<file path="src/smp_pkg.sv">
// Shared types and constants for the SPI master port.
// Holds the command codes, configuration indexes and inter-module structs.
// No dependencies.
package smp_pkg;

  // Item kinds (tick or bus access) carried in the slave-side tuser
  typedef enum logic [1:0] {
    CMD_TICK   = 2'd0,
    CMD_WRITE  = 2'd1,
    CMD_READ   = 2'd2,
    CMD_STATUS = 2'd3
  } smp_cmd_e;

  // Configuration register indexes
  localparam logic [2:0] CFG_BAUD   = 3'd0;
  localparam logic [2:0] CFG_CPOL   = 3'd1;
  localparam logic [2:0] CFG_CPHA   = 3'd2;
  localparam logic [2:0] CFG_LSB    = 3'd3;
  localparam logic [2:0] CFG_WIDE   = 3'd4;
  localparam logic [2:0] CFG_ENABLE = 3'd5;

  localparam int unsigned CfgIdxW  = 3;
  localparam int unsigned CfgDataW = 3;
  localparam int unsigned WordW    = 16;
  localparam int unsigned PrescW   = 7;
  localparam int unsigned NarrowW  = 8;

  typedef struct packed {
    logic [2:0] baud_select;
    logic       clock_polarity;
    logic       clock_phase;
    logic       lsb_first;
    logic       wide_frame;
    logic       port_enable;
  } smp_cfg_t;

  typedef struct packed {
    logic             valid;
    smp_cmd_e         cmd;
    logic [WordW-1:0] write_word;
    logic             miso_bit;
  } smp_step_t;

  typedef struct packed {
    logic             overrun_flag;
    logic             busy_flag;
    logic             rx_not_empty;
    logic             tx_empty;
    logic             mosi_bit;
    logic             sck_level;
    logic [WordW-1:0] read_word;
  } smp_result_t;

endpackage

</file>
<file path="src/smp_engine.sv">
// SPI master state and per-item step logic: buffers, shifter, prescaler, flags.
// Depends on smp_pkg. Result is combinational from current state and the item;
// the caller registers it.
module smp_engine #(
  parameter int unsigned MAX_FRAME_BITS = 16
) (
  input  logic                clk_i,
  input  logic                rst_ni,
  input  smp_pkg::smp_cfg_t   cfg_i,
  input  smp_pkg::smp_step_t  step_i,
  output smp_pkg::smp_result_t result_o
);
  import smp_pkg::*;

  localparam int unsigned CntW = $clog2(MAX_FRAME_BITS + 1);
  localparam int unsigned IdxW = $clog2(MAX_FRAME_BITS);

  logic [MAX_FRAME_BITS-1:0] tx_holding_q, tx_holding_d;
  logic                      tx_pending_q, tx_pending_d;
  logic [MAX_FRAME_BITS-1:0] shift_word_q, shift_word_d;
  logic [CntW-1:0]           bits_left_q, bits_left_d;
  logic [PrescW-1:0]         presc_q, presc_d;
  logic                      clock_level_q, clock_level_d;
  logic [MAX_FRAME_BITS-1:0] rx_holding_q, rx_holding_d;
  logic                      rx_full_q, rx_full_d;
  logic                      overrun_q, overrun_d;
  logic                      rd_armed_q, rd_armed_d;
  logic                      miso_latch_q, miso_latch_d;
  logic                      latch_valid_q, latch_valid_d;

  logic [MAX_FRAME_BITS-1:0] frame_mask;
  logic [IdxW-1:0]           top_idx;
  logic [CntW-1:0]           frame_len;
  logic [PrescW:0]           half;
  logic [PrescW:0]           presc_inc;
  logic                      do_edge;
  logic                      leading;
  logic                      capture;
  logic                      do_shift;
  logic                      shift_latch;
  logic [MAX_FRAME_BITS-1:0] w_masked;
  logic [MAX_FRAME_BITS-1:0] w_shifted;
  logic [MAX_FRAME_BITS-1:0] insert_bit;
  logic [CntW-1:0]           bits_dec;

  // Frame geometry from the current configuration
  assign frame_mask = cfg_i.wide_frame ? {MAX_FRAME_BITS{1'b1}}
                                       : MAX_FRAME_BITS'(8'hFF);
  assign top_idx    = cfg_i.wide_frame ? IdxW'(MAX_FRAME_BITS - 1) : IdxW'(NarrowW - 1);
  assign frame_len  = cfg_i.wide_frame ? CntW'(MAX_FRAME_BITS) : CntW'(NarrowW);
  assign half       = (PrescW + 1)'(1) << cfg_i.baud_select;
  assign presc_inc  = {1'b0, presc_q} + (PrescW + 1)'(1);

  // Next state for one item
  always_comb begin
    tx_holding_d  = tx_holding_q;
    tx_pending_d  = tx_pending_q;
    shift_word_d  = shift_word_q;
    bits_left_d   = bits_left_q;
    presc_d       = presc_q;
    clock_level_d = (bits_left_q == '0) ? cfg_i.clock_polarity : clock_level_q;
    rx_holding_d  = rx_holding_q;
    rx_full_d     = rx_full_q;
    overrun_d     = overrun_q;
    rd_armed_d    = rd_armed_q;
    miso_latch_d  = miso_latch_q;
    latch_valid_d = latch_valid_q;
    do_edge       = 1'b0;
    leading       = 1'b0;
    capture       = 1'b0;
    do_shift      = 1'b0;
    shift_latch   = miso_latch_q;
    w_masked      = shift_word_q & frame_mask;
    w_shifted     = w_masked;
    insert_bit    = '0;
    bits_dec      = bits_left_q - CntW'(1);

    if (step_i.valid) begin
      case (step_i.cmd)
        CMD_TICK: begin
          if (!cfg_i.port_enable) begin
            bits_left_d   = '0;
            latch_valid_d = 1'b0;
            presc_d       = '0;
            clock_level_d = cfg_i.clock_polarity;
          end else begin
            // Prescaler and SCK edge
            if (bits_left_q != '0) begin
              if (presc_inc >= half) begin
                presc_d = '0;
                do_edge = 1'b1;
              end else begin
                presc_d = presc_inc[PrescW-1:0];
              end
            end
            if (do_edge) begin
              leading       = (clock_level_d == cfg_i.clock_polarity);
              capture       = leading ? !cfg_i.clock_phase : cfg_i.clock_phase;
              clock_level_d = !clock_level_d;
              if (capture) begin
                miso_latch_d  = step_i.miso_bit;
                latch_valid_d = 1'b1;
                shift_latch   = step_i.miso_bit;
                do_shift      = cfg_i.clock_phase && (bits_left_q == CntW'(1));
              end else begin
                do_shift      = latch_valid_q;
              end
            end
            // Shift one bit in and out
            if (do_shift) begin
              insert_bit = '0;
              insert_bit[top_idx] = shift_latch;
              if (cfg_i.lsb_first) begin
                w_shifted = (w_masked >> 1) | insert_bit;
              end else begin
                w_shifted = ((w_masked << 1) | MAX_FRAME_BITS'(shift_latch)) & frame_mask;
              end
              shift_word_d  = w_shifted;
              latch_valid_d = 1'b0;
              bits_left_d   = bits_dec;
              if (bits_dec == '0) begin
                if (rx_full_q) begin
                  overrun_d = 1'b1;
                end else begin
                  rx_holding_d = w_shifted;
                  rx_full_d    = 1'b1;
                end
              end
            end
            // Start the next frame
            if (bits_left_d == '0 && tx_pending_q) begin
              shift_word_d  = tx_holding_q & frame_mask;
              tx_pending_d  = 1'b0;
              bits_left_d   = frame_len;
              latch_valid_d = 1'b0;
              presc_d       = '0;
              clock_level_d = cfg_i.clock_polarity;
            end
          end
        end
        CMD_WRITE: begin
          tx_holding_d = step_i.write_word[MAX_FRAME_BITS-1:0];
          tx_pending_d = 1'b1;
        end
        CMD_READ: begin
          rx_full_d = 1'b0;
          if (overrun_q) rd_armed_d = 1'b1;
        end
        CMD_STATUS: begin
          if (overrun_q && rd_armed_q) begin
            overrun_d  = 1'b0;
            rd_armed_d = 1'b0;
          end
        end
        default: begin
        end
      endcase
    end
  end

  // Result of the item, flags after the update
  always_comb begin
    result_o.read_word    = (step_i.cmd == CMD_READ) ? WordW'(rx_holding_q) : '0;
    result_o.sck_level    = clock_level_d;
    if (bits_left_d == '0) begin
      result_o.mosi_bit   = 1'b0;
    end else if (cfg_i.lsb_first) begin
      result_o.mosi_bit   = shift_word_d[0];
    end else begin
      result_o.mosi_bit   = shift_word_d[top_idx];
    end
    result_o.tx_empty     = !tx_pending_d;
    result_o.rx_not_empty = rx_full_d;
    result_o.busy_flag    = (bits_left_d != '0) || tx_pending_d;
    // A clearing status read still reports the flag as it stood
    result_o.overrun_flag = (step_i.cmd == CMD_STATUS) ? overrun_q : overrun_d;
  end

  // State registers
  always_ff @(posedge clk_i or negedge rst_ni) begin
    if (!rst_ni) begin
      tx_holding_q  <= '0;
      tx_pending_q  <= 1'b0;
      shift_word_q  <= '0;
      bits_left_q   <= '0;
      presc_q       <= '0;
      clock_level_q <= 1'b0;
      rx_holding_q  <= '0;
      rx_full_q     <= 1'b0;
      overrun_q     <= 1'b0;
      rd_armed_q    <= 1'b0;
      miso_latch_q  <= 1'b0;
      latch_valid_q <= 1'b0;
    end else begin
      tx_holding_q  <= tx_holding_d;
      tx_pending_q  <= tx_pending_d;
      shift_word_q  <= shift_word_d;
      bits_left_q   <= bits_left_d;
      presc_q       <= presc_d;
      clock_level_q <= clock_level_d;
      rx_holding_q  <= rx_holding_d;
      rx_full_q     <= rx_full_d;
      overrun_q     <= overrun_d;
      rd_armed_q    <= rd_armed_d;
      miso_latch_q  <= miso_latch_d;
      latch_valid_q <= latch_valid_d;
    end
  end

  // Frame counter never runs past one wide frame
  a_bits_bound: assert property (@(posedge clk_i) disable iff (!rst_ni)
    bits_left_q <= CntW'(MAX_FRAME_BITS))
    else $error("bits_left beyond frame length");

  // Overrun clear is only armed while overrun is set
  a_arm_implies_ovr: assert property (@(posedge clk_i) disable iff (!rst_ni)
    rd_armed_q |-> overrun_q)
    else $error("overrun clear armed without overrun");

  // A held MISO sample belongs to a running frame
  a_latch_in_frame: assert property (@(posedge clk_i) disable iff (!rst_ni)
    latch_valid_q |-> (bits_left_q != '0))
    else $error("MISO sample held with no frame running");

  // A tick on a disabled port leaves the shifter idle
  a_disable_aborts: assert property (@(posedge clk_i) disable iff (!rst_ni)
    (step_i.valid && step_i.cmd == CMD_TICK && !cfg_i.port_enable)
      |=> (bits_left_q == '0 && !latch_valid_q))
    else $error("disabled tick left a frame running");

endmodule

</file>
<file path="src/spi_master_port_unit.sv">
// SPI master port, CPOL/CPHA selectable, with streaming item channels.
// Instantiates smp_engine; depends on smp_pkg.
//
// Usage: each slave-side item is one peripheral clock cycle carrying a tick
// (tuser = tick) or a bus access (write data, read data, read status).
// tdata carries the word to send and the sampled MISO level. Every accepted
// item yields exactly one master-side item with the received word (data reads
// only, zero otherwise), the SCK and MOSI levels after the step, and the
// TXE, RXNE, BSY and OVR flags.
// The result is in the output register the cycle after acceptance.
// Throughput: one item per cycle while the output is not stalled; all step
// logic sits between the state registers and the output register.
// Stall: while the output register holds an untaken result and the receiver
// holds tready low, s_axis_tready drops; a new item is taken in the same
// cycle the held result leaves. Reset: all buffers, flags and configuration
// clear to zero; SCK idles low until polarity is written. Configuration is
// written through cfg_we_i, cfg_addr_i and cfg_wdata_i, one register per
// cycle; the user writes it only while the port is idle; not enforced.
module spi_master_port_unit #(
  parameter int unsigned MAX_FRAME_BITS = 16
) (
  input  logic        clk_i,
  input  logic        rst_ni,
  input  logic        cfg_we_i,
  input  logic [2:0]  cfg_addr_i,
  input  logic [2:0]  cfg_wdata_i,
  input  logic        s_axis_tvalid,
  output logic        s_axis_tready,
  // [15:0] write_word, [16] miso_bit, [23:17] zero
  input  logic [23:0] s_axis_tdata,
  // [1:0] cmd
  input  logic [1:0]  s_axis_tuser,
  output logic        m_axis_tvalid,
  input  logic        m_axis_tready,
  // [15:0] read_word, [16] sck_level, [17] mosi_bit, [18] tx_empty,
  // [19] rx_not_empty, [20] busy_flag, [21] overrun_flag, [23:22] zero
  output logic [23:0] m_axis_tdata
);
  import smp_pkg::*;

  smp_cfg_t    cfg_q, cfg_d;
  smp_step_t   step;
  smp_result_t result;
  smp_result_t out_q;
  logic        out_valid_q, out_valid_d;
  logic        accept;

  // Configuration writes
  always_comb begin
    cfg_d = cfg_q;
    if (cfg_we_i) begin
      case (cfg_addr_i)
        CFG_BAUD:   cfg_d.baud_select    = cfg_wdata_i;
        CFG_CPOL:   cfg_d.clock_polarity = cfg_wdata_i[0];
        CFG_CPHA:   cfg_d.clock_phase    = cfg_wdata_i[0];
        CFG_LSB:    cfg_d.lsb_first      = cfg_wdata_i[0];
        CFG_WIDE:   cfg_d.wide_frame     = cfg_wdata_i[0];
        CFG_ENABLE: cfg_d.port_enable    = cfg_wdata_i[0];
        default: begin
        end
      endcase
    end
  end

  always_ff @(posedge clk_i or negedge rst_ni) begin
    if (!rst_ni) begin
      cfg_q <= '0;
    end else begin
      cfg_q <= cfg_d;
    end
  end

  // Take an item whenever the output register is free or draining
  assign s_axis_tready = !out_valid_q || m_axis_tready;
  assign accept        = s_axis_tvalid && s_axis_tready;

  assign step.valid      = accept;
  assign step.cmd        = smp_cmd_e'(s_axis_tuser);
  assign step.write_word = s_axis_tdata[15:0];
  assign step.miso_bit   = s_axis_tdata[16];

  smp_engine #(
    .MAX_FRAME_BITS(MAX_FRAME_BITS)
  ) u_engine (
    .clk_i   (clk_i),
    .rst_ni  (rst_ni),
    .cfg_i   (cfg_q),
    .step_i  (step),
    .result_o(result)
  );

  // Output register
  assign out_valid_d = accept || (out_valid_q && !m_axis_tready);

  always_ff @(posedge clk_i or negedge rst_ni) begin
    if (!rst_ni) begin
      out_valid_q <= 1'b0;
    end else begin
      out_valid_q <= out_valid_d;
    end
  end

  always_ff @(posedge clk_i) begin
    if (accept) begin
      out_q <= result;
    end
  end

  assign m_axis_tvalid = out_valid_q;
  assign m_axis_tdata  = {2'b00, out_q};

endmodule
</file>
<file path="config.mk">
export PLATFORM = sky130hd
export DESIGN_NAME = spi_master_port_unit
export DESIGN_NICKNAME = d
export VERILOG_FILES = /design/src/smp_pkg.sv /design/src/smp_engine.sv /design/src/spi_master_port_unit.sv
export SDC_FILE = /design/constraint.sdc
export NUM_CORES = 1
export LEC_CHECK = 0
export BUFFER_PORTS_ARGS = -buffer_cell sky130_fd_sc_hd__clkbuf_2
export CORE_MARGIN = 2
export CORE_UTILIZATION = 58
export DETAILED_ROUTE_END_ITERATION = 16
export GPL_TIMING_DRIVEN = 1
export PLACE_DENSITY = 0.87
export SYNTH_ARGS = -nofsm -noshare
export SYNTH_HDL_FRONTEND = slang
export SYNTH_SLANG_ARGS = --single-unit
</file>
<file path="constraint.sdc">
create_clock -name clk_i -period 4.1 [get_ports clk_i]
set_input_delay 0.82 -clock clk_i [delete_from_list [all_inputs] [get_ports clk_i]]
set_output_delay 0.82 -clock clk_i [all_outputs]
set_load 0.02 [all_outputs]
</file>
* After elaboration in Yosys (flattened, before gate mapping)
Cells that the tools add are included.
W data, S select, Z words.
** Word-level totals
- Register bits :: 98
- Input bits :: 37
- Output and inout bits :: 26
- Logic and storage cells :: 162
** Operators by class
- Add/sub/neg operators :: 2
- Magnitude comparators :: 3
- Equality and inequality tests :: 15
- Shift operators :: 1
- Multiplexer cells :: 73
- Bitwise operators :: 7
- Reduce and logical (&&, ||, !) cells :: 35
** Operator list (number)
- $mux W16 :: 7
- $and A16 B16 Y16 :: 4
- $mux W1 :: 46
- $mux W5 :: 9
- $mux W7 :: 4
- $logic_not A5 Y1 :: 4
- $or A15 B16 Y16 :: 1
- $or A16 B1 Y16 :: 1
- $reduce_and A2 Y1 :: 7
- $reduce_bool A5 Y1 :: 2
- $add A7 B1 Y8 const B :: 1
- $ge A8 B8 Y1 :: 1
- $ne A4 B1 Y1 const B :: 2
- $pmux W1 S2 :: 4
- $reduce_and A4 Y1 :: 2
- $shl A1 B3 Y8 const A :: 1
- $eq A3 B2 Y1 const B :: 2
- $eq A3 B3 Y1 const B :: 2
- $logic_and A1 B1 Y1 :: 6
- $reduce_and A3 Y1 :: 2
- $reduce_and A6 Y1 :: 1
- $eq A5 B1 Y1 const B :: 1
- $logic_not A1 Y1 :: 5
- $lt A4 B5 Y1 const B :: 1
- 16 further kinds :: 20

* Depth between registers and ports, before layout
Gate-level depths: netlist of run 1.
- Depth in word-level cells :: 24
- Depth in mapped cells :: 15
- Gate-level depth less buffers :: 14

* Hierarchy
From an unflattened synthesis of run 1, not the netlist that was laid out.
** Second synthesis, totals
- Cells, all modules :: 454
- Area total of the unflattened synthesis :: 5134.9 um^2
** By module, submodules not included
- smp_engine :: instances 1, cells an instance 403, area each 4031.4 um^2
- spi_master_port_unit :: instances 1, cells an instance 51, area each 1103.6 um^2

* Least setup slack after synthesis of run 1
No wires, ideal clock.
- Kind :: input port to flip-flop
- From :: in m_axis_tready
- To :: reg out_q, in the netlist m_axis_tdata[17] (data pin)
- Library setup time :: 0.146 ns
- Arrival :: 3.611 ns
- Data required time :: 3.954 ns
- Setup slack :: 0.343 ns
- Cell stages on the path :: 10
- Path buffers :: 1
- Path through :: nand2b_1 -> and2_1 -> clkbuf_1 -> nand2_1 -> nor2_1 -> nand2_1 -> nor3_1 -> a2111oi_0 -> a311o_1 -> a21oi_1
** On the way
- Longest elaborated chain between the ends :: 6
** Ends and longest elaborated chain
- start, declared :: RTL line spi_master_port_unit.sv:34 : input logic m_axis_tready,
- $logic_or A1 B1 Y1 (*) :: RTL line spi_master_port_unit.sv:74 : assign s_axis_tready = !out_valid_q || m_axis_tready;
- $logic_and A1 B1 Y1 (*) :: RTL line spi_master_port_unit.sv:75 : assign accept = s_axis_tvalid && s_axis_tready;
- via accept :: RTL line spi_master_port_unit.sv:46 : logic accept;
- $mux W16 :: RTL line smp_engine.sv:78 : if (step_i.valid) begin
- $bmux W1 S4 :: RTL line smp_engine.sv:170 : result_o.mosi_bit = shift_word_d[top_idx];
- $mux W1 (not written as such) :: RTL line smp_engine.sv:170
- $mux W1 :: RTL line smp_engine.sv:167 : end else if (cfg_i.lsb_first) begin
- end signal, assigned :: RTL line spi_master_port_unit.sv:105 : out_q <= result;
- end, declared :: RTL line spi_master_port_unit.sv:44 : smp_result_t out_q;
Mark *: on every way through the listed nets, which the timed path passes. The rest lies on a longest branch. The select of a mux whose other input is x is not followed.
A chain may end at the register's enable or synchronous reset.

* Final worst setup path of run 1
- From :: reg u_engine.presc_q[0]
- To :: reg out_q, in the netlist m_axis_tdata[17] (data pin)
** On the way
- Longest elaborated chain between the ends :: 24
** Ends and longest elaborated chain
- start, declared :: RTL line smp_engine.sv:22 : logic [PrescW-1:0] presc_q, presc_d;
- start signal, assigned :: RTL line smp_engine.sv:199 : presc_q <= presc_d;
- $add A7 B1 Y8 (*) :: RTL line smp_engine.sv:52 : assign presc_inc = {1'b0, presc_q} + (PrescW + 1)'(1);
- $ge A8 B8 Y1 (*) :: RTL line smp_engine.sv:89 : if (presc_inc >= half) begin
- $mux W1 (*) :: RTL line smp_engine.sv:89
- $mux W1 (*) :: RTL line smp_engine.sv:88 : if (bits_left_q != '0) begin
- $mux W1 (*) :: RTL line smp_engine.sv:81 : if (!cfg_i.port_enable) begin
- $mux W1 (*) :: RTL line smp_engine.sv:79 : case (step_i.cmd)
- $mux W1 (*) :: RTL line smp_engine.sv:78
- $mux W1 :: RTL line smp_engine.sv:96 : if (do_edge) begin
- (+8 left out)
- $logic_and A1 B1 Y1 :: RTL line smp_engine.sv:131 : if (bits_left_d == '0 && tx_pending_q) begin
- $mux W16 :: RTL line smp_engine.sv:131
- $mux W16 :: RTL line smp_engine.sv:81
- $mux W16 :: RTL line smp_engine.sv:79
- $mux W16 :: RTL line smp_engine.sv:78
- $bmux W1 S4 :: RTL line smp_engine.sv:170
- $mux W1 (not written as such) :: RTL line smp_engine.sv:170
- $mux W1 :: RTL line smp_engine.sv:167
Mark *: on every way between the ends. The rest lies on a longest branch, timed or not. The select of a mux whose other input is x is not followed.

==> metrics.md, run 1 <==
| Metric | Value |
|---|---|
| First-pass GRT wire length | `17600 um` |
| Post-synth top area share | `38.2%` |
| # setup viols final | `0` |
| Sequential element share of the synthesized area | `51.4%` |
| Post-synthesis sequential element count | `98` |
| Num CTS Buffers | `9` |
| Final Hold Vio Count | `0` |
| Kind of critical path | `flop to flop` |
| Worst path arrival time | `3960 ps` |
| Worst setup margin | `264 ps` |
| Worst setup SP type | `flop` |
| Number of synthesized flops with an enable pin | `22` |
| Top Ports | `63` |
| Class of the worst hold path | `flop to flop` |
| Synth Instances | `466` |
| Drt total wl | `10200 um` |
| Row cnt | `33` |
| Tcrit/Tclk final | `93.5%` |
| Die Ht | `96.7 um` |
| NumNets Final | `570` |
| Ratio of cells with drive above 1 in the final layout | `22.6%` |
| CP max FO | `7` |
| Vias in the first global route | `3727` |
| Status | `finished clean` |
| Fill cells | `662` |
| CP max stage cell | `a2111oi_1` |
| Initial antenna violation count | `0` |
| Main synth FF type | `dfrtp_1` |
| DRT Pass-1 Iters | `7` |
| Root Buffer Master | `clkbuf_8` |
| Slew @ Worst Pin | `931 ps` |
| Max-slew violations | `0` |
| Crit-path cells | `ha_1 > nand3_1 > nor2_1 > xor2_1 > ha_1 > a21o_1 > a21oi_1 > a2bb2oi_4 > a211oi_2 > o211a_4 > nor3_1 > a2111oi_1 > a311o_1 > a21oi_1` |
| DRC viols | `0` |
| Post-Synthesis Cell Area | `0.00498 mm2` |
| CTS max path bufs | `2` |
| Clock skew | `5.50 ps` |
| ANT nets after route | `0` |
| Synth area leaders | `dfrtp_1 (38%), edfxtp_1 (13%), mux2_2 (5.9%)` |
| All-Layer GR Usage | `23.2%` |
| Pin count of the biggest net entering global routing | `77` |
| Commonest cells after routing, fill and taps aside | `dfrtp_1 (76), nand2_1 (56), clkbuf_2 (52), o21ai_0 (35), mux2_2 (26)` |
| Wirelength per Cell | `16.3 um` |
| Vias | `3788` |
| F_max | `261 MHz` |
| Die area | `0.00935 mm2` |
| CP peak stage delay | `530 ps` |
| Post-route setup TNS | `0 ps` |
| Distinct cells, synth | `63` |
| Sinks on Clock Net | `98` |
| Ys Warns | `0` |
| Vias per Instance | `6.04` |
| Period minus WS final | `3840 ps` |
| Die Wd | `96.7 um` |
| Req. time, crit path | `4220 ps` |
| Area leader, netlist | `dfrtp_1` |
| Family with the most delay on the worst path | `compound AO/OA/AOI/OAI gates` |
| Power per cell area | `558 mW/mm2` |
| Worst vdd ir | `0.263 mV` |
| Post-DP HPWL | `7450 um` |
| CTS tree | `done` |
| Clock-pin slew on the worst setup and hold paths | `100 ps` |
| Leak Pwr | `2.46 nW` |
| Starting Density | `60.3%` |
| ANT cells | `0` |
| Crit. End Element | `flop` |
| Detailed Route Iter0 Violations | `358` |
| Ys async rst share | `77.6%` |
| Most common cell after layout, fill and taps aside | `dfrtp_1` |
| Hold_buf cts | `0` |
| DP Worst Slack | `267 ps` |
| Count of input and output buffers | `53` |
| Area growth syn-to-layout | `11.2%` |
| # H-tree levels | `3` |
| CORE AREA | `0.00826 mm2` |
| Global placer's final weighted congestion | `0.883` |
| Worst-Skew Late Latency | `370 ps` |
| Maxcap violations | `0` |
| Buf+Inv Stages, Crit Path | `0` |
| RSZ-0062 raised after global routing | `no` |
| Slew HR | `37.9%` |
| Overflow after GRT | `0` |
| Syn avg cell area | `10.7 um2` |
-- stage by stage --
step	std cells	area, um2	hold WS (ps)	total power, W	util, %
2_1_floorplan	467	4980	441	0.00217	-
3_3_place_gp	610	5350	455	0.00241	64.7
3_5_place_dp	610	5350	463	0.00247	64.7
4_1_cts	626	5530	485	0.00308	67.0
5_1_grt	627	5540	515	0.00326	67.1
6_report	627	5540	485	0.00309	67.1
-- cells by family after synthesis --
family / Yosys count / share of synthesized area (%)
buffers and inverters: 39 / 3.24
xor gates and xnor gates: 9 / 1.58
muxes: 42 / 9.09
adders and majority gates: 16 / 4.02
and+or+nand+nor: 154 / 16.1
other: 1 / 0.0753
DFF: 98 / 51.4
AOI/OAI and AO/OA: 107 / 14.5
-- state kept, by name, summed over array words and instances (netlist names) --
name	flops
u_engine.rx_holding_q	16
u_engine.shift_word_q	16
u_engine.miso_latch_q	1
u_engine.clock_level_q	1
u_engine.presc_q	7
u_engine.rd_armed_q	1
u_engine.overrun_q	1
u_engine.tx_pending_q	1
m_axis_tdata	22
u_engine.rx_full_q	1
cfg_q	8
u_engine.latch_valid_q	1
u_engine.tx_holding_q	16
u_engine.bits_left_q	5
m_axis_tvalid	1
-- worst reg2reg max path: cells and delay by family (launching register included) --
| kind | cells | cell delay [ps] |
|---|---|---|
| AO/OA/AOI/OAI | 8 | 2060 |
| adder cells (fa/ha/maj) | 2 | 530 |
| flip-flops | 1 | 430 |
| AND/OR/NAND/NOR | 3 | 370 |
| XOR/XNOR | 1 | 200 |
-- per-layer routing --
layer	vias to the layer above	part of all wire [%]	track usage (%)
met5	-	0	0
met4	0	2.7	9.75
met3	29	6.8	3.54
met2	158	47	37.4
met1	1822	44	31.4
li1	1779	-	-
-- final cells by class --
cell class	instances	area [um2]	share of cell area, %
clock buffer	9	124	2.24
clock inverter	7	60.1	1.08
inverter	15	56.3	1.02
multi-input combinational	330	2260	40.8
sequential	98	2560	46.3
tap	105	131	2.37
timing repair buffer	63	343	6.19
-- synth_stat cells (all sizes together), types with 3 or more instances --
cell / count
dfrtp: 76
nand2: 56
o21ai: 37
mux2: 26
a21oi: 25
edfxtp: 22
nor2: 20
and2: 18
clkbuf: 16
ha: 16
mux2i: 16
nand3: 16
inv: 14
nor3: 13
o31ai: 9
buf: 8
a31oi: 6
nand2b: 6
xnor2: 6
a22o: 5
and3: 5
nor4b: 4
a211oi: 3
nand3b: 3
o211ai: 3
xor2: 3
-- repair_timing --
action,in CTS,in global routing
setup buffers,0,1
setup endpoints to repair,0,2
resized for setup,0,1
-- worst paths after layout --
check	end	slack, ps	start	depth (start not counted)
setup / recovery	m_axis_tdata[17]$_SDFFCE_PN0P_	260	u_engine.presc_q[0]$_DFFE_PN0P_	14
hold / removal	u_engine.rx_holding_q[14]$_DFFE_PN0P_	490	u_engine.rx_holding_q[14]$_DFFE_PN0P_	2
setup reg to reg	m_axis_tdata[17]$_SDFFCE_PN0P_	260	u_engine.presc_q[0]$_DFFE_PN0P_	14
hold reg to reg	u_engine.rx_holding_q[14]$_DFFE_PN0P_	490	u_engine.rx_holding_q[14]$_DFFE_PN0P_	2
max in group asynchronous	u_engine.latch_valid_q$_DFFE_PN0P_	2920	rst_ni	1
min in group asynchronous	u_engine.clock_level_q$_DFF_PN0_	570	rst_ni	1
-- where the power goes --
group          switching (W)  internal, W  total [W]
Combinational       0.000670     0.000441    0.00111
Sequential          0.000193      0.00119    0.00138
Clock               0.000366     0.000234   0.000600
Power figures use the tool's default switching activity.
==> run 2, diff against run 1 <==
--- a/config.mk
+++ b/config.mk
@@ -10,6 +10,7 @@
 export CORE_UTILIZATION = 58
 export DETAILED_ROUTE_END_ITERATION = 16
 export GPL_TIMING_DRIVEN = 1
+export MAX_ROUTING_LAYER = met4
 export PLACE_DENSITY = 0.87
 export SYNTH_ARGS = -nofsm -noshare
 export SYNTH_HDL_FRONTEND = slang
==> run 2 against run 1 <==
Cell count fell by 0.16%. Sequential power barely moved. Global-route usage increased by 0.30 points. Count of clock-buffer cells in the layout is the same. Critical path type unchanged. Largest cell class unchanged. Highest routed layer unchanged.
==> metrics.md, run 2 (synthesis results as in run 1) <==
| Metric | Value |
|---|---|
| Slew HR | `36.6% (was 37.9%)` |
| Fill cells | `627 (was 662)` |
| Final Hold Vio Count | `0 (unchanged)` |
| Hold Path Origin | `u_engine.rx_holding_q[5]$_DFFE_PN0P_ (was u_engine.rx_holding_q[14]$_DFFE_PN0P_)` |
| Multi-input logic area | `0.00226 mm2 (unchanged)` |
| Period minus WS final | `3900 ps (was 3840 ps)` |
| Sequential cell area | `0.00256 mm2 (unchanged)` |
| Status | `finished clean (unchanged)` |
| Starting Density | `60.3% (unchanged)` |
| ANT nets after route | `0 (unchanged)` |
| Crit. End Element | `flop (unchanged)` |
| Worst path arrival time | `4000 ps (was 3960 ps)` |
| F_max | `256 MHz (was 261 MHz)` |
| Overall power | `0.00317 W (was 0.00309 W)` |
| # setup viols final | `0 (unchanged)` |
| Ratio of cells with drive above 1 in the final layout | `22.6% (about the same)` |
| Top Ports | `63 (unchanged)` |
| Detailed Route Iter0 Violations | `302 (was 358)` |
| Maxcap violations | `0 (unchanged)` |
| DRC viols | `0 (unchanged)` |
| CTS tree | `done (unchanged)` |
| NumNets Final | `569 (was 570)` |
| CP startpoint | `u_engine.presc_q[0]$_DFFE_PN0P_ (unchanged)` |
| Leak Pwr | `2.47 nW (was 2.46 nW)` |
| Post-CTS setup buffers | `0 (unchanged)` |
| Worst vdd ir | `0.288 mV (was 0.263 mV)` |
| Clock skew | `13.8 ps (was 5.50 ps)` |
| All-Layer GR Usage | `23.5% (was 23.2%)` |
| Req. time, crit path | `4210 ps (was 4220 ps)` |
| Drt total wl | `10200 um (about the same)` |
| Power per cell area | `569 mW/mm2 (was 558 mW/mm2)` |
| Count of input and output buffers | `53 (unchanged)` |
| Worst setup SP type | `flop (unchanged)` |
| Commonest cells after routing, fill and taps aside | `dfrtp_1 (76), nand2_1 (56), clkbuf_2 (52), o21ai_0 (35), mux2_2 (26) (unchanged)` |
| Num CTS Buffers | `9 (unchanged)` |
| Max-slew violations | `0 (unchanged)` |
| Die area | `0.00935 mm2 (unchanged)` |
| Pin count of the biggest net entering global routing | `77 (unchanged)` |
| CTS max path bufs | `2 (unchanged)` |
| Largest register FFs | `22 (unchanged)` |
| Vias | `3747 (was 3788)` |
| Post-route setup TNS | `0 ps (unchanged)` |
| Global placer's final weighted congestion | `0.900 (was 0.883)` |
| Die Ht | `96.7 um (unchanged)` |
| CORE AREA | `0.00826 mm2 (unchanged)` |
| Slew @ Worst Pin | `952 ps (was 931 ps)` |
| Row cnt | `33 (unchanged)` |
| ANT cells | `0 (unchanged)` |
| CP max FO | `19 (was 7)` |
| RSZ-0062 raised after global routing | `no (unchanged)` |
| Die Wd | `96.7 um (unchanged)` |
| Wirelength per Cell | `16.4 um (was 16.3 um)` |
| Sinks on Clock Net | `98 (unchanged)` |
| DRT Pass-1 Iters | `5 (was 7)` |
| Vias per Instance | `5.99 (was 6.04)` |
| First-pass GRT wire length | `17500 um (was 17600 um)` |
| Clock-pin slew on the worst setup and hold paths | `100 ps (about the same)` |
| Kind of critical path | `flop to flop (unchanged)` |
| Area growth syn-to-layout | `11.7% (was 11.2%)` |
| Most common cell after layout, fill and taps aside | `dfrtp_1 (unchanged)` |
| Root Buffer Master | `clkbuf_8 (unchanged)` |
| Initial antenna violation count | `0 (unchanged)` |
| Post-DP HPWL | `7430 um (was 7450 um)` |
| Critical R2R Launch | `u_engine.presc_q[0]$_DFFE_PN0P_ (unchanged)` |
| Overflow after GRT | `0 (unchanged)` |
| # H-tree levels | `3 (unchanged)` |
| Vias in the first global route | `3746 (was 3727)` |
| Tcrit/Tclk final | `95.1% (was 93.5%)` |
| Class of the worst hold path | `flop to flop (unchanged)` |
| Worst-Skew Late Latency | `370 ps (about the same)` |
[run 2: path summary, 6_finish.rpt]
path	slack [ps]	end	depth (start not counted)
setup / recovery	200	m_axis_tdata[17]$_SDFFCE_PN0P_	15
hold / removal	480	u_engine.rx_holding_q[5]$_DFFE_PN0P_	2
setup reg to reg	200	m_axis_tdata[17]$_SDFFCE_PN0P_	15
hold reg to reg	480	u_engine.rx_holding_q[5]$_DFFE_PN0P_	2
max in group asynchronous	2890	u_engine.rx_full_q$_DFF_PN0_	1
min in group asynchronous	570	u_engine.presc_q[2]$_DFFE_PN0P_	1
[run 2: routing by layer]
| layer | up-vias | routed length [um] | part of all wire [%] | global-route usage, % |
|---|---|---|---|---|
| met1 | 1810 | 4550 | 44 | 31.1 |
| li1 | 1782 | - | - | - |
| met3 | 13 | 620 | 6.1 | 4.19 |
| met5 | - | 0 | 0 | - |
| met2 | 142 | 4920 | 48 | 37.2 |
| met4 | 0 | 151 | 1.5 | 7.48 |
[run 2: critical path, stage by stage (launching register included)]
cell,delay [ps]
dfrtp_1,450
ha_1,270
nand3_1,140
nor2_1,160
xor2_1,220
ha_1,280
a21o_1,180
a21oi_1,320
a2bb2oi_4,160
and4_1,260
o211a_4,280
buf_4,210
a21oi_1,150
inv_1,80
nor4b_2,410
a21oi_1,80
[run 2: through the flow]
stage	hold slack (ps)	area [um2]	cells	setup slack [ps]	utilization, %
detailed placement	462	5350	610	257	64.7
finish	480	5560	626	201	67.4
CTS	486	5560	626	250	67.3
global placement	455	5350	610	374	64.7
global route	521	5560	626	29.6	67.4
floorplan	441	4980	467	343	-
[run 2: where the power goes]
group	internal (W)	total [W]	switching, W
Clock	0.000302	0.000674	0.000373
Sequential	0.00119	0.00138	0.000194
Combinational	0.000439	0.00111	0.000674
[run 2: cell type report]
cell class              instances  area share (%)
clock buffers                   9            2.23
clock inverters                 7            1.64
inverters                      15            1.01
multi-input cells             330            40.7
flip-flops and latches         98            46.1
well taps                     105            2.36
repair buffers                 62            6.03
[run 2: repair_timing]
| action | in CTS | in global routing |
|---|---|---|
| endpoints found under the setup margin | 0 | 1 |
| endpoints found under the hold margin | 0 | 0 |
| gates resized for setup | 0 | 1 |
| hold buffers | 0 | 0 |
==> run 3, diff against run 2 <==
--- a/config.mk
+++ b/config.mk
@@ -5,6 +5,7 @@
 export SDC_FILE = /design/constraint.sdc
 export NUM_CORES = 1
 export LEC_CHECK = 0
+export ABC_AREA = 1
 export BUFFER_PORTS_ARGS = -buffer_cell sky130_fd_sc_hd__clkbuf_2
 export CORE_MARGIN = 2
 export CORE_UTILIZATION = 58
==> run 3 against run 2 <==
Routed wire length increased by 8.4%. Sequential power is 4% lower. Setup slack better by 140 ps. Clock power decreased by 12%. Cell count rose by 22%. Combinational power is essentially flat. Register-to-register slack gained 140 ps. Critical path type unchanged. Critical endpoint unchanged. Largest power group unchanged. Highest routed layer unchanged.
==> metrics.md, run 3 <==
| Metric | Value |
|---|---|
| DRT Pass-1 Iters | `5 (unchanged)` |
| Worst path arrival time | `3890 ps (was 4000 ps)` |
| Leak Pwr | `2.96 nW (was 2.47 nW)` |
| Slew HR | `36.5% (was 36.6%)` |
| Detailed Route Iter0 Violations | `491 (was 302)` |
| Crit-path cells | `ha_1 > nand2_1 > nor3_1 > xor2_1 > ha_1 > nand2_1 > nor2_2 > nand4_1 > nand3_2 > nand2_1 > inv_2 > nand3_2 > nand2_1 > nand2_1 > nor2_4 > nand4_1 > nand3_1 > nand2_1 > nor2_1 > nand2_1 > nand2_1 > inv_1 (was ha_1 > nand3_1 > nor2_1 > xor2_1 > ha_1 > a21o_1 > a21oi_1 > a2bb2oi_4 > and4_1 > o211a_4 > buf_4 > a21oi_1 > inv_1 > nor4b_2 > a21oi_1)` |
| CP max stage cell | `dfrtp_1 (unchanged)` |
| Clock skew | `10.8 ps (was 13.8 ps)` |
| Placed Area | `0.00547 mm2 (was 0.00535 mm2)` |
| Clock-pin slew on the worst setup and hold paths | `100 ps (about the same)` |
| Worst-Skew Late Latency | `370 ps (about the same)` |
| Drt total wl | `11100 um (was 10200 um)` |
| Cell mode on critical path | `nand2_1 (was a21oi_1)` |
| CORE AREA | `0.00864 mm2 (was 0.00826 mm2)` |
| # setup viols final | `0 (unchanged)` |
| Sinks on Clock Net | `98 (unchanged)` |
| Row cnt | `34 (was 33)` |
| Overflow after GRT | `0 (unchanged)` |
| Vias in the first global route | `4084 (was 3746)` |
| Count of input and output buffers | `53 (unchanged)` |
| Root Buffer Master | `clkbuf_8 (unchanged)` |
| Period minus WS final | `3760 ps (was 3900 ps)` |
| # H-tree levels | `3 (unchanged)` |
| Sequential element share of the synthesized area | `50.0% (was 51.4%)` |
| ANT cells | `0 (unchanged)` |
| Most common cell after layout, fill and taps aside | `nand2_1 (was dfrtp_1)` |
| Area growth syn-to-layout | `11.4% (was 11.7%)` |
| Global placer's final weighted congestion | `0.923 (was 0.900)` |
| CP max FO | `6 (was 19)` |
| CP peak stage delay | `410 ps (was 450 ps)` |
| Ys async rst share | `77.6% (unchanged)` |
| Worst setup SP type | `flop (unchanged)` |
| Die Wd | `98.0 um (was 96.7 um)` |
| Req. time, crit path | `4230 ps (was 4210 ps)` |
| Slew @ Worst Pin | `952 ps (about the same)` |
| Most common cell in the synthesized netlist | `nand2_1 (was dfrtp_1)` |
| Die area | `0.00961 mm2 (was 0.00935 mm2)` |
| Post-synthesis sequential element count | `98 (unchanged)` |
| Kind of critical path | `flop to flop (unchanged)` |
| DP Worst Slack | `400 ps (was 257 ps)` |
| Maxcap violations | `0 (unchanged)` |
| DRC viols | `0 (unchanged)` |
| Class of the worst hold path | `flop to flop (unchanged)` |
| Buf+Inv Stages, Crit Path | `2 (unchanged)` |
| Syn avg cell area | `8.69 um2 (was 10.7 um2)` |
| Initial antenna violation count | `0 (unchanged)` |
| Number of synthesized flops with an enable pin | `22 (unchanged)` |
| Post-synth top area share | `37.1% (was 38.2%)` |
| Area leader, netlist | `dfrtp_1 (unchanged)` |
| Starting Density | `59.4% (was 60.3%)` |
| Commonest cells after routing, fill and taps aside | `nand2_1 (149), inv_1 (77), dfrtp_1 (76), clkbuf_2 (52), o21ai_0 (50) (was dfrtp_1 (76), nand2_1 (56), clkbuf_2 (52), o21ai_0 (35), mux2_2 (26))` |
| Post-DP HPWL | `7880 um (was 7430 um)` |
| NumNets Final | `703 (was 569)` |
| Fill cells | `674 (was 627)` |
| Hold_buf cts | `0 (unchanged)` |
| Multi-input logic area | `0.00214 mm2 (was 0.00226 mm2)` |
| Die Ht | `98.0 um (was 96.7 um)` |
| First-pass GRT wire length | `18500 um (was 17500 um)` |
| Wirelength per Cell | `14.5 um (was 16.4 um)` |
| Overall power | `0.00307 W (was 0.00317 W)` |
| Sequential cell area | `0.00256 mm2 (unchanged)` |
| Num CTS Buffers | `9 (unchanged)` |
| RSZ-0062 raised after global routing | `yes (was no)` |
| Power per cell area | `537 mW/mm2 (was 569 mW/mm2)` |
| Family with the most delay on the worst path | `simple AND/OR/NAND/NOR gates (was compound AO/OA/AOI/OAI gates)` |
| Vias | `4302 (was 3747)` |
| Post-Synthesis Cell Area | `0.00513 mm2 (was 0.00498 mm2)` |
| Post-Layout Inst Area | `0.00571 mm2 (was 0.00556 mm2)` |
| Pin count of the biggest net entering global routing | `77 (unchanged)` |
| Worst setup margin | `336 ps (was 201 ps)` |
| Synth area leaders | `dfrtp_1 (37%), edfxtp_1 (13%), nand2_1 (11%) (was dfrtp_1 (38%), edfxtp_1 (13%), mux2_2 (5.9%))` |
| Distinct cells, synth | `39 (was 63)` |
| ANT nets after route | `0 (unchanged)` |
| Status | `finished clean (unchanged)` |
| Tcrit/Tclk final | `91.8% (was 95.1%)` |
| Commonest cells in the netlist | `nand2_1 (149), inv_1 (79), dfrtp_1 (76), o21ai_0 (51), nand3_1 (42) (was dfrtp_1 (76), nand2_1 (56), o21ai_0 (35), mux2_2 (26), a21oi_1 (24))` |
| Top Ports | `63 (unchanged)` |
| CTS tree | `done (unchanged)` |
| Worst vdd ir | `0.312 mV (was 0.288 mV)` |
| Crit. End Element | `flop (unchanged)` |
| Largest register FFs | `22 (unchanged)` |
| Main synth FF type | `dfrtp_1 (unchanged)` |
| Final Hold Vio Count | `0 (unchanged)` |
| F_max | `266 MHz (was 256 MHz)` |
| Ratio of cells with drive above 1 in the final layout | `19.4% (was 22.6%)` |
| All-Layer GR Usage | `24.5% (was 23.5%)` |
| Synth Instances | `590 (was 466)` |
| Max-slew violations | `0 (unchanged)` |
| CTS max path bufs | `2 (unchanged)` |
| Vias per Instance | `5.64 (was 5.99)` |
| Ys Warns | `0 (unchanged)` |
run 3: cell count changes after synthesis, sizes merged, moves of 6 or more:
cell    delta
nor2       +7
and2      -16
mux2i     -16
nand2b     -6
nand4      +8
clkbuf     -7
o31ai      -9
mux2      -10
nand2    +100
nand3     +32
inv       +69
o21ai     +19
nor3       -7
run 3: repair_timing:
action	CTS	global route
endpoints found under the setup margin	0	18
resized for setup	0	6
buffers inserted	0	3
hold endpoints to repair	0	0
run 3: cells by family (layout without fill, tap and decap cells):
logic type      count (synthesis)  in the layout  synth area share (%)
simple gates                  251            251                  22.5
buf+inv                       103            167                  8.35
compound gates                 99             99                  10.7
flops                          98             98                  50.0
fa+ha+maj                      16             16                  3.91
mux                            16             16                  3.51
xor+xnor                        6              6                  1.03
other cells                     1              2                0.0732
run 3: power by group:
part	switching (W)	internal [W]	total, W	leakage, nW
registers	0.000144	0.00119	0.00133	1.17
logic	0.000745	0.000398	0.00114	1.70
clock network	0.000362	0.000233	0.000594	0.0917
run 3: metrics by stage:
stage | util (%) | hold slack [ps] | TNS (ps) | instances
after floorplan | - | 442 | 0 | 591
after global placement | 63.4 | 456 | 0 | 741
after detailed placement | 63.4 | 459 | 0 | 741
after CTS | 65.5 | 483 | 0 | 757
after global routing | 66.1 | 518 | -19.0 | 763
final | 66.1 | 480 | 0 | 763
run 3: area by class of cell:
class	count	area share, %
Clock buffer	9	2.17
Multi-Input combinational cell	390	37.5
Inverter	86	5.81
Sequential cell	98	44.9
Timing Repair Buffer	62	5.87
Clock inverter	7	1.05
Timing Repair inverter	3	0.394
Tap cell	108	2.37
run 3: routing by layer:
layer  vias up  share of wire [%]  GRT usage [%]
met5         -                  0              -
met4         0                2.1           9.19
met3        27                6.9           5.01
met2       178                 49           37.8
met1      2045                 42           32.3
li1       2052                  -              -
run 3: final timing paths:
kind / cells past startpoint / slack [ps] / end / from
worst min register to register: 2 / 480 / u_engine.rx_holding_q[12]$_DFFE_PN0P_ / u_engine.rx_holding_q[12]$_DFFE_PN0P_
worst max-delay path: 22 / 340 / m_axis_tdata[17]$_SDFFCE_PN0P_ / u_engine.presc_q[0]$_DFFE_PN0P_
min in group asynchronous: 1 / 590 / u_engine.rx_holding_q[3]$_DFFE_PN0P_ / rst_ni
max in group asynchronous: 1 / 2890 / u_engine.bits_left_q[0]$_DFF_PN0_ / rst_ni
worst max register to register: 22 / 340 / m_axis_tdata[17]$_SDFFCE_PN0P_ / u_engine.presc_q[0]$_DFFE_PN0P_
worst min-delay path: 2 / 480 / u_engine.rx_holding_q[12]$_DFFE_PN0P_ / u_engine.rx_holding_q[12]$_DFFE_PN0P_
run 3: tightest hold or removal path, cell delays in order (launching register included):
cell and delay (ps):
dfrtp_1 360, nand2_1 50, nand2_1 40
